### src/rtl/sitoa_pkg.sv
package sitoa_pkg;

	localparam int CHAR_WIDTH          = 6;
	localparam int DEFAULT_VALUE_WIDTH = 32;
	localparam int QUEUE_DEPTH         = 2;

	localparam logic [CHAR_WIDTH-1:0] ASCII_ZERO  = CHAR_WIDTH'(48);
	localparam logic [CHAR_WIDTH-1:0] ASCII_MINUS = CHAR_WIDTH'(45);

	// Decimal digits needed for a magnitude of up to 2^(w-1).
	function automatic int num_digits(input int w);
		return ((w - 1) * 30103) / 100000 + 1;
	endfunction

endpackage

### src/rtl/signed_int_to_decimal_ascii_top.sv
// Converts a signed two's-complement integer into its decimal text in ASCII.
// The input channel takes one item, value, per handshake on in_valid/in_ready.
// The output channel gives one character per handshake on out_valid/out_ready,
// most significant first, with a leading '-' for negative values and no
// leading zeros; zero gives the single character '0'. The final character of
// each number has last set, and no terminator follows.
// Accepted items are registered in the front end and wait in a two-entry queue,
// so up to three numbers can be taken while the back end is still converting.
// The back end converts one number at a time: it fetches it from the queue,
// converts the VALUE_WIDTH magnitude bits to BCD by shift-and-add-3, emits the
// sign when negative, and steps through every decimal digit position, leading
// zeros included.
// When the receiver holds out_ready low, the output register keeps its
// character and the back end waits; the front keeps accepting until the queue
// fills. Reset empties the queue and the output register and idles the back end.
module signed_int_to_decimal_ascii_top import sitoa_pkg::*; #(
	parameter int VALUE_WIDTH = DEFAULT_VALUE_WIDTH
) (
	input  logic                          clk,
	input  logic                          arst_n,
	input  logic                          in_valid,
	output logic                          in_ready,
	input  logic signed [VALUE_WIDTH-1:0] value,
	output logic                          out_valid,
	input  logic                          out_ready,
	output logic        [CHAR_WIDTH-1:0]  character,
	output logic                          last
);

	logic                   push_valid;
	logic                   push_ready;
	logic                   push_neg;
	logic [VALUE_WIDTH-1:0] push_mag;
	logic                   pop_valid;
	logic                   pop_ready;
	logic [VALUE_WIDTH:0]   pop_data;

	sitoa_front #(
		.VALUE_WIDTH(VALUE_WIDTH)
	) u_front (
		.clk       (clk),
		.arst_n    (arst_n),
		.in_valid  (in_valid),
		.in_ready  (in_ready),
		.value     (value),
		.push_valid(push_valid),
		.push_ready(push_ready),
		.push_neg  (push_neg),
		.push_mag  (push_mag)
	);

	sitoa_queue #(
		.DATA_WIDTH(VALUE_WIDTH + 1)
	) u_queue (
		.clk     (clk),
		.arst_n  (arst_n),
		.wr_valid(push_valid),
		.wr_ready(push_ready),
		.wr_data ({push_neg, push_mag}),
		.rd_valid(pop_valid),
		.rd_ready(pop_ready),
		.rd_data (pop_data)
	);

	sitoa_back #(
		.VALUE_WIDTH(VALUE_WIDTH)
	) u_back (
		.clk      (clk),
		.arst_n   (arst_n),
		.pop_valid(pop_valid),
		.pop_ready(pop_ready),
		.pop_neg  (pop_data[VALUE_WIDTH]),
		.pop_mag  (pop_data[VALUE_WIDTH-1:0]),
		.out_valid(out_valid),
		.out_ready(out_ready),
		.character(character),
		.last     (last)
	);

endmodule

### src/rtl/sitoa_front.sv
module sitoa_front import sitoa_pkg::*; #(
	parameter int VALUE_WIDTH = DEFAULT_VALUE_WIDTH
) (
	input  logic                          clk,
	input  logic                          arst_n,
	input  logic                          in_valid,
	output logic                          in_ready,
	input  logic signed [VALUE_WIDTH-1:0] value,
	output logic                          push_valid,
	input  logic                          push_ready,
	output logic                          push_neg,
	output logic        [VALUE_WIDTH-1:0] push_mag
);

	logic                   valid_s1;
	logic                   neg_s1;
	logic [VALUE_WIDTH-1:0] mag_s1;
	logic [VALUE_WIDTH-1:0] raw;
	logic [VALUE_WIDTH-1:0] mag;

	// The magnitude is taken as unsigned, so the most negative value needs no special case.
	assign raw = value;
	assign mag = raw[VALUE_WIDTH-1] ? ((~raw) + {{(VALUE_WIDTH-1){1'b0}}, 1'b1}) : raw;

	assign in_ready   = !valid_s1 || push_ready;
	assign push_valid = valid_s1;
	assign push_neg   = neg_s1;
	assign push_mag   = mag_s1;

	always_ff @(posedge clk or negedge arst_n) begin
		if (!arst_n) begin
			valid_s1 <= 1'b0;
		end else if (in_ready) begin
			valid_s1 <= in_valid;
		end
	end

	always_ff @(posedge clk) begin
		if (in_valid && in_ready) begin
			neg_s1 <= raw[VALUE_WIDTH-1];
			mag_s1 <= mag;
		end
	end

endmodule

### src/rtl/sitoa_queue.sv
module sitoa_queue import sitoa_pkg::*; #(
	parameter int DATA_WIDTH = DEFAULT_VALUE_WIDTH + 1
) (
	input  logic                  clk,
	input  logic                  arst_n,
	input  logic                  wr_valid,
	output logic                  wr_ready,
	input  logic [DATA_WIDTH-1:0] wr_data,
	output logic                  rd_valid,
	input  logic                  rd_ready,
	output logic [DATA_WIDTH-1:0] rd_data
);

	localparam int DEPTH = QUEUE_DEPTH;
	localparam int PW    = (DEPTH > 1) ? $clog2(DEPTH) : 1;
	localparam int CW    = $clog2(DEPTH + 1);

	logic [DATA_WIDTH-1:0] entry_q [DEPTH];
	logic [PW-1:0]         wr_ptr_q;
	logic [PW-1:0]         rd_ptr_q;
	logic [CW-1:0]         count_q;
	logic                  do_wr;
	logic                  do_rd;

	assign wr_ready = (count_q != CW'(DEPTH));
	assign rd_valid = (count_q != '0);
	assign rd_data  = entry_q[rd_ptr_q];
	assign do_wr    = wr_valid && wr_ready;
	assign do_rd    = rd_valid && rd_ready;

	always_ff @(posedge clk or negedge arst_n) begin
		if (!arst_n) begin
			wr_ptr_q <= '0;
			rd_ptr_q <= '0;
			count_q  <= '0;
		end else begin
			if (do_wr) begin
				wr_ptr_q <= (wr_ptr_q == PW'(DEPTH - 1)) ? '0 : wr_ptr_q + 1'b1;
			end
			if (do_rd) begin
				rd_ptr_q <= (rd_ptr_q == PW'(DEPTH - 1)) ? '0 : rd_ptr_q + 1'b1;
			end
			if (do_wr && !do_rd) begin
				count_q <= count_q + 1'b1;
			end else if (do_rd && !do_wr) begin
				count_q <= count_q - 1'b1;
			end
		end
	end

	always_ff @(posedge clk) begin
		if (do_wr) begin
			entry_q[wr_ptr_q] <= wr_data;
		end
	end

endmodule

### src/rtl/sitoa_back.sv
module sitoa_back import sitoa_pkg::*; #(
	parameter int VALUE_WIDTH = DEFAULT_VALUE_WIDTH
) (
	input  logic                   clk,
	input  logic                   arst_n,
	input  logic                   pop_valid,
	output logic                   pop_ready,
	input  logic                   pop_neg,
	input  logic [VALUE_WIDTH-1:0] pop_mag,
	output logic                   out_valid,
	input  logic                   out_ready,
	output logic [CHAR_WIDTH-1:0]  character,
	output logic                   last
);

	localparam int NDIG = num_digits(VALUE_WIDTH);
	localparam int BW   = 4 * NDIG;
	localparam int BCW  = $clog2(VALUE_WIDTH);
	localparam int DCW  = $clog2(NDIG);

	typedef enum logic [1:0] {
		ST_IDLE,
		ST_CONV,
		ST_SIGN,
		ST_DIGITS
	} state_t;

	state_t                 state_q;
	logic [VALUE_WIDTH-1:0] mag_q;
	logic [BW-1:0]          bcd_q;
	logic [BW-1:0]          bcd_adj;
	logic [BCW-1:0]         bit_cnt_q;
	logic [DCW-1:0]         dig_cnt_q;
	logic                   neg_q;
	logic                   started_q;
	logic                   out_valid_q;
	logic [CHAR_WIDTH-1:0]  character_q;
	logic                   last_q;
	logic                   out_free;
	logic [3:0]             top_digit;
	logic                   skip_zero;
	logic                   load_out;

	// Each BCD digit of five or more is corrected by three before the next shift.
	always_comb begin
		logic [3:0] dig;
		dig = '0;
		for (int i = 0; i < NDIG; i++) begin
			dig = bcd_q[4*i +: 4];
			bcd_adj[4*i +: 4] = (dig >= 4'd5) ? (dig + 4'd3) : dig;
		end
	end

	assign out_free  = !out_valid_q || out_ready;
	assign top_digit = bcd_q[BW-1 -: 4];
	assign skip_zero = !started_q && (top_digit == 4'd0) && (dig_cnt_q != '0);
	assign load_out  = out_free && ((state_q == ST_SIGN)
		|| ((state_q == ST_DIGITS) && !skip_zero));
	assign pop_ready = (state_q == ST_IDLE);
	assign out_valid = out_valid_q;
	assign character = character_q;
	assign last      = last_q;

	always_ff @(posedge clk or negedge arst_n) begin
		if (!arst_n) begin
			state_q     <= ST_IDLE;
			mag_q       <= '0;
			bcd_q       <= '0;
			bit_cnt_q   <= '0;
			dig_cnt_q   <= '0;
			neg_q       <= 1'b0;
			started_q   <= 1'b0;
			out_valid_q <= 1'b0;
			character_q <= '0;
			last_q      <= 1'b0;
		end else begin
			if (load_out) begin
				out_valid_q <= 1'b1;
			end else if (out_ready) begin
				out_valid_q <= 1'b0;
			end
			unique case (state_q)
				ST_IDLE: begin
					if (pop_valid) begin
						mag_q     <= pop_mag;
						neg_q     <= pop_neg;
						bcd_q     <= '0;
						bit_cnt_q <= BCW'(VALUE_WIDTH - 1);
						state_q   <= ST_CONV;
					end
				end
				ST_CONV: begin
					bcd_q     <= {bcd_adj[BW-2:0], mag_q[VALUE_WIDTH-1]};
					mag_q     <= {mag_q[VALUE_WIDTH-2:0], 1'b0};
					bit_cnt_q <= bit_cnt_q - 1'b1;
					if (bit_cnt_q == '0) begin
						dig_cnt_q <= DCW'(NDIG - 1);
						started_q <= 1'b0;
						state_q   <= neg_q ? ST_SIGN : ST_DIGITS;
					end
				end
				ST_SIGN: begin
					if (out_free) begin
						character_q <= ASCII_MINUS;
						last_q      <= 1'b0;
						state_q     <= ST_DIGITS;
					end
				end
				ST_DIGITS: begin
					if (skip_zero) begin
						bcd_q     <= {bcd_q[BW-5:0], 4'd0};
						dig_cnt_q <= dig_cnt_q - 1'b1;
					end else if (out_free) begin
						character_q <= ASCII_ZERO + {{(CHAR_WIDTH-4){1'b0}}, top_digit};
						last_q      <= (dig_cnt_q == '0);
						started_q   <= 1'b1;
						bcd_q       <= {bcd_q[BW-5:0], 4'd0};
						if (dig_cnt_q == '0) begin
							state_q <= ST_IDLE;
						end else begin
							dig_cnt_q <= dig_cnt_q - 1'b1;
						end
					end
				end
				default: begin
					state_q <= ST_IDLE;
				end
			endcase
		end
	end

endmodule

### config.mk
export PLATFORM = sky130hd
export DESIGN_NAME = signed_int_to_decimal_ascii_top
export DESIGN_NICKNAME = d
export VERILOG_FILES = /design/src/rtl/sitoa_pkg.sv /design/src/rtl/signed_int_to_decimal_ascii_top.sv /design/src/rtl/sitoa_front.sv /design/src/rtl/sitoa_queue.sv /design/src/rtl/sitoa_back.sv
export SDC_FILE = /design/constraint.sdc
export NUM_CORES = 1
export LEC_CHECK = 0
export ABC_AREA = 1
export BUFFER_PORTS_ARGS = -buffer_cell sky130_fd_sc_hd__buf_2
export CELL_PAD_IN_SITES_DETAIL_PLACEMENT = 0
export CELL_PAD_IN_SITES_GLOBAL_PLACEMENT = 1
export CORE_MARGIN = 2
export CORE_UTILIZATION = 35
export CTS_CLUSTER_DIAMETER = 120
export CTS_CLUSTER_SIZE = 25
export DETAILED_ROUTE_END_ITERATION = 6
export PLACE_DENSITY_LB_ADDON = 0.1
export SKIP_CTS_REPAIR_TIMING = 1
export SYNTH_ARGS = -nofsm -noshare
export SYNTH_HDL_FRONTEND = slang
export SYNTH_SLANG_ARGS = --single-unit
### constraint.sdc
create_clock -name clk -period 2.58 [get_ports clk]
set_input_delay 0.645 -clock clk [delete_from_list [all_inputs] [get_ports clk]]
set_output_delay 0.645 -clock clk [all_outputs]
set_load 0.01 [all_outputs]
## After elaboration in Yosys (flattened, before gate mapping)

Memories as Yosys holds them, arrays and structs flattened.
Index checks and enable logic that the tools add are counted.

- Flip-flop bits (word level): 131
- Memory bits (writable): 66
- Bits of input ports: 36
- Output and inout port bits: 9
- Word-level logic and storage cells: 148
- Memories kept: 1

- Add/sub/neg operators: 18
- Magnitude comparators: 10
- Eq/ne operators: 12
- Muxes and demuxes: 52
- Bitwise operators: 1
- Reductions and logical operators: 37

Memories:

| memory | depth | width | read ports | clocked after Yosys merged registers in | wr ports | RTL line | source |
|---|---|---|---|---|---|---|---|
| u_queue.entry_q | 2 | 33 | 1 | 0 | 1 | sitoa_queue.sv:18 | `logic [DATA_WIDTH-1:0] entry_q [DEPTH];` |

Operators with widths:

| operator | count |
|---|---|
| 2-to-1 mux 40 bit | 3 |
| one-hot mux 40 bit (3 select lines) | 1 |
| one-hot mux 32 bit (2 select lines) | 1 |
| 2-to-1 mux 4 bit | 13 |
| >= comparator 4 x 3 -> 1 bit, second input constant | 10 |
| adder 4 x 2 -> 4 bit, second input constant | 9 |
| adder 32 x 1 -> 32 bit, second input constant | 1 |
| 2-to-1 mux 32 bit | 1 |
| inverter 32 bit | 1 |
| 2-to-1 mux 31 bit | 1 |
| 2-to-1 mux 6 bit | 3 |
| 2-to-1 mux 2 bit | 8 |
| 2-to-1 mux 1 bit | 13 |
| one-hot mux 6 bit (2 select lines) | 1 |
| AND reduction 4 bit | 3 |
| nonzero test 2 bit | 6 |
| one-hot mux 5 bit (2 select lines) | 1 |
| logical AND 1 bit | 9 |
| zero test 4 bit | 2 |
| != test 2 x 1 -> 1 bit, second input constant | 4 |
| one-hot mux 2 bit (4 select lines) | 1 |
| one-hot mux 4 bit (2 select lines) | 1 |
| adder 5 x 5 -> 6 bit, first input constant | 1 |
| zero test 1 bit | 6 |
| 22 further kinds | 30 |

## Logic depth before layout (Yosys ltp)

- Depth after elaboration: 8
- Mapped depth: 11

## By module

A second synthesis with hierarchy kept.

- Cells, all modules: 1,259
- Area, all modules: 10,408.7 um2

By module, submodules not included:

| module | times used | cells each | area an instance (um2) | sequential area each (um2) |
|---|---|---|---|---|
| sitoa_back | 1 | 796 | 5,640.4 | 2,327.2 |
| sitoa_queue | 1 | 201 | 2,703.8 | 2,082.0 |
| sitoa_front | 1 | 262 | 2,064.5 | 1,016.0 |

## Worst setup path before layout

No wires, ideal clock.

- Path type: register -> register
- Start: reg u_queue.count_q[1]
- End: mem u_queue.entry_q[1][0] in the netlist's numbering, enable pin
- Arrival: 2.102 ns
- Setup slack: 0.053 ns
- Cell stages (with the launch flop): 4
- Path buffers: 0
- Period minus slack after synthesis: 2.527 ns
- Path through: dfrtp_1 inv_1 o21ai_0 nor2_1

- Longest elaborated chain between the ends: 4

RTL lines:

| element | RTL line | source |
|---|---|---|
| start: declaration | sitoa_queue.sv:21 | `logic [CW-1:0] count_q;` |
| start signal: assignment | sitoa_queue.sv:44 | `count_q <= count_q + 1'b1;` |
| start signal: assignment | sitoa_queue.sv:46 | `count_q <= count_q - 1'b1;` |
| != test 2 bit | sitoa_queue.sv:25 | `assign wr_ready = (count_q != CW'(DEPTH));` |
| logical AND 1 bit | sitoa_queue.sv:28 | `assign do_wr = wr_valid && wr_ready;` |
| 2-to-1 mux 1 bit | sitoa_queue.sv:52 | `if (do_wr) begin` |
| 2-to-1 mux 1 bit (not written as such) | sitoa_queue.sv:53 | `entry_q[wr_ptr_q] <= wr_data;` |
| end: declaration | sitoa_queue.sv:18 |  |

No other way between the ends.

## Worst setup path in the final report

- Start: reg u_back.state_q[0]
- End: reg u_back.bit_cnt_q[3]

- Longest elaborated chain between the ends: 3

RTL lines:

| element | RTL line | source |
|---|---|---|
| start: declaration | sitoa_back.sv:28 | `state_t state_q;` |
| start signal: assignment | sitoa_back.sv:99 | `state_q <= neg_q ? ST_SIGN : ST_DIGITS;` |
| zero test 2 bit / equality test 2 x 1 -> 1 bit (equally long branches) | sitoa_back.sv:82 | `unique case (state_q)` |
| != test 2 x 1 -> 1 bit (no line) / nonzero test 2 bit (equally long branches) | n/a |  |
| AND reduction 2 bit (no line) | n/a |  |
| end signal: assignment | sitoa_back.sv:88 | `bit_cnt_q <= BCW'(VALUE_WIDTH - 1);` |
| end signal: assignment | sitoa_back.sv:95 | `bit_cnt_q <= bit_cnt_q - 1'b1;` |
| end: declaration | sitoa_back.sv:32 | `logic [BCW-1:0] bit_cnt_q;` |

Several ways; a longest one is shown, not always the timed one.
A chain may end at the register's enable or synchronous reset.

==> results.yml <==
critical_path:
  worstPathCellList: "inv_1 > ha_1 > o21ai_4 > o21ai_2 > inv_2 > nor3_1 > nand3b_1"
  critical_path_depth: 7
  cp-start-kind: "register"
  cp-end-kind: "register"
  critPathTopFamily: "buffers and inverters"
  ff2ff_path_depth: 7
  critPathMaxStageDelay_ps: 740
  crit_path_top_delay_cell: "inv_2"
  required_ps: 2890
  critPathBufInv: 2
  arrival_ps: 2530
  worstSetupPathType: "register to register"
  cp_max_fo: 66
cts:
  cts_buffers: 17
  root_buffer: "clkbuf_16"
  clk_pin_slew_ps: 80
  cts_tree: "yes"
  clock_latency_ps: 430
  htree_levels: 4
  clock_sinks: 197
  ctsLongestPathBuffers: 2
pwr:
  pwr_density_cell_nw_per_um2: 1180
  sw_frac_of_total_pct: 42.1
  pwr-share-comb_pct: 39.6
  vdd_drop_max_uv: 627
  p_leak_uw: 0.00467
  p_sw_uw: 5500
  seqPwrFrac_pct: 39.4
  clkPwrFrac_pct: 21.0
  p_int_uw: 7560
place:
  postPlaceCellArea_sq_um: 10500
  port_buffers: 44
  gp_congestion: 0.762
  dp_slack_ps: 366
  hpwl_mm: 13.9
  dp.cells: 1472
sta:
  grt_setup_unrepaired: "no"
  tightest_slew_ps: 1030
  timing.hold.ws_ps: 170
  timing.final.ws_setup_ps: 359
  hold_violations: 0
  clock-skew-final_ps: 15.3
  max_slew_margin_pct: 31.5
  fin_crit_sh_pct: 86.1
  drv_slew: 0
  min_period_ps: 2220
  setup-tns-final_ps: 0
  setup_viol: 0
  fmax_mhz: 450
final_layout:
  stdcell_area_sq_um: 11100
  final_common_cell: "nand2_1"
  final_cell_mix: "nand2_1 (282), edfxtp_1 (99), dfrtp_1 (98)"
  multi_input_area_sq_um: 3890
  syn2layout_area_growth_pct: 11.9
  diodes: 0
  finalNonFillerCells: 1504
  nNetsFinal: 1181
  fillers: 2813
  regArea_sq_um: 5430
  drive_gt1_share_pct: 13.1
detailed_routing:
  antenna_left: 0
  drc: 0
  drt-total-wl_mm: 21.3
  drt_first_iter_violations: 389
  wl_met1_mm: 10.7
  vias: 7024
  wire_per_inst_um: 14.2
  top_layer_used: "met4"
  wl_met3_um: 440
  wl_met2_mm: 10.0
  dr.pass1.iters: 5
  viasPerCell: 4.67
floorplanning:
  die_h_um: 172
  io_pins: 45
  fp.dieArea_sq_um: 29700
  core_area_sq_um: 27900
  die_x_um: 172
  start_util_pct: 35.6
  rows: 61
synth:
  synthArstFlopShare_pct: 49.7
  seq_area_frac_synth_pct: 54.7
  synth_nets: 1144
  synthCells: 1076
  yosysUniqueCellTypes: 40
  postSynthAreaPerCell_sq_um: 9.21
  postSynth.topFlopCell: "edfxtp_1"
  ys_warn_count: 0
  synth-seq-cells: 197
  synth_enable_flop_cells: 99
  synth_area_sq_um: 9910
global_route:
  grt_pass1_wl_mm: 36.6
  overflow: 0
  track_usage_pct: 15.6
  grt_pass1_vias: 7014
  grt_max_degree: 67
  grt_antenna_before_repair: 0
min_path:
  hold_path_class: "input port to async pin"
run:
  drv_cap: 0
status:
  outcome: "finished clean"
-- power by group through the flow --
| stage | logic, uW | clock network (uW) | registers, uW |
|---|---|---|---|
| final | 5170 | 2750 | 5150 |
| after global routing | 6030 | 2990 | 5300 |
| after CTS | 5310 | 2840 | 5150 |
| after detailed placement | 5320 | 0 | 5210 |
| after global placement | 5250 | 0 | 5220 |
| after floorplan | 4330 | 0 | 5070 |
-- routing by layer --
metal	vias up	track usage [%]
met5	-	0
met1	3260	21.2
li1	3682	-
met2	75	26.3
met3	7	2.61
met4	0	3.62
-- synthesized netlist by cell type (5+ instances only) --
cell	number	area, sq um
xnor2_1	8	70.1
nor3_1	6	30.0
buf_2	16	80.1
a21oi_2	18	158
nor2_2	20	125
nand2_1	282	1060
xor2_1	21	184
ha_1	32	400
edfxtp_1	99	2970
clkbuf_1	11	41.3
nand3b_1	5	37.5
buf_6	8	90.1
o21ai_0	69	345
o21ai_1	55	275
nand3_1	57	285
o22ai_1	16	100
inv_2	5	18.8
nor2_1	63	236
nand4_1	13	81.3
dfrtp_1	98	2450
a21oi_1	68	340
inv_1	79	297
-- stage by stage --
step	utilization (%)	power, uW
detailed placement	37.6	10500
floorplan	-	9400
finish	39.8	13100
global route	39.8	14300
CTS	39.8	13300
global placement	37.6	10500
-- final timing paths --
kind / start / to / slack, ps
hold / removal: arst_n / u_back.character[4] / 170
setup reg to reg: u_back.state_q[0] / u_back.bit_cnt_q[3] / 360
setup / recovery: u_back.state_q[0] / u_back.bit_cnt_q[3] / 360
min in group clk: value[0] / u_front.push_mag[0] / 410
max in group asynchronous: arst_n / u_back.mag_q[24] / 1720
hold reg to reg: u_front.push_mag[8] / u_queue.entry_q[0][8] / 450
-- logic make-up after synthesis --
family	count (synthesis)	share of synthesized area [%]
muxes	1	0.101
adders and majority gates	32	4.04
and+or+nand+nor	453	19.2
AOI/OAI and AO/OA	236	13.2
DFF	197	54.7
xor gates and xnor gates	29	2.56
buffers and inverters	128	6.11
-- sequential cells by signal, indices dropped and copies added (netlist names) --
| signal | cells |
|---|---|
| u_back.last | 1 |
| u_back.bit_cnt_q | 5 |
| u_back.character | 6 |
| u_front.push_mag | 32 |
| u_queue.count_q | 2 |
| u_back.dig_cnt_q | 4 |
| u_back.started_q | 1 |
| u_back.state_q | 2 |
| u_queue.wr_ptr_q | 1 |
| u_back.mag_q | 32 |
| u_front.push_valid | 1 |
| u_back.out_valid | 1 |
| u_back.bcd_q | 40 |
| u_queue.entry_q | 66 |
| u_queue.rd_ptr_q | 1 |
| u_front.push_neg | 1 |
| u_back.neg_q | 1 |
-- area by class of cell --
type | count | area share, %
clock buffer | 18 | 3.87
clock inverter | 14 | 1.74
sequential | 197 | 48.9
multi-input combinational | 751 | 35.0
timing repair buffer | 60 | 3.20
inverter | 86 | 2.96
tap | 378 | 4.26
Power figures use the tool's default switching activity.
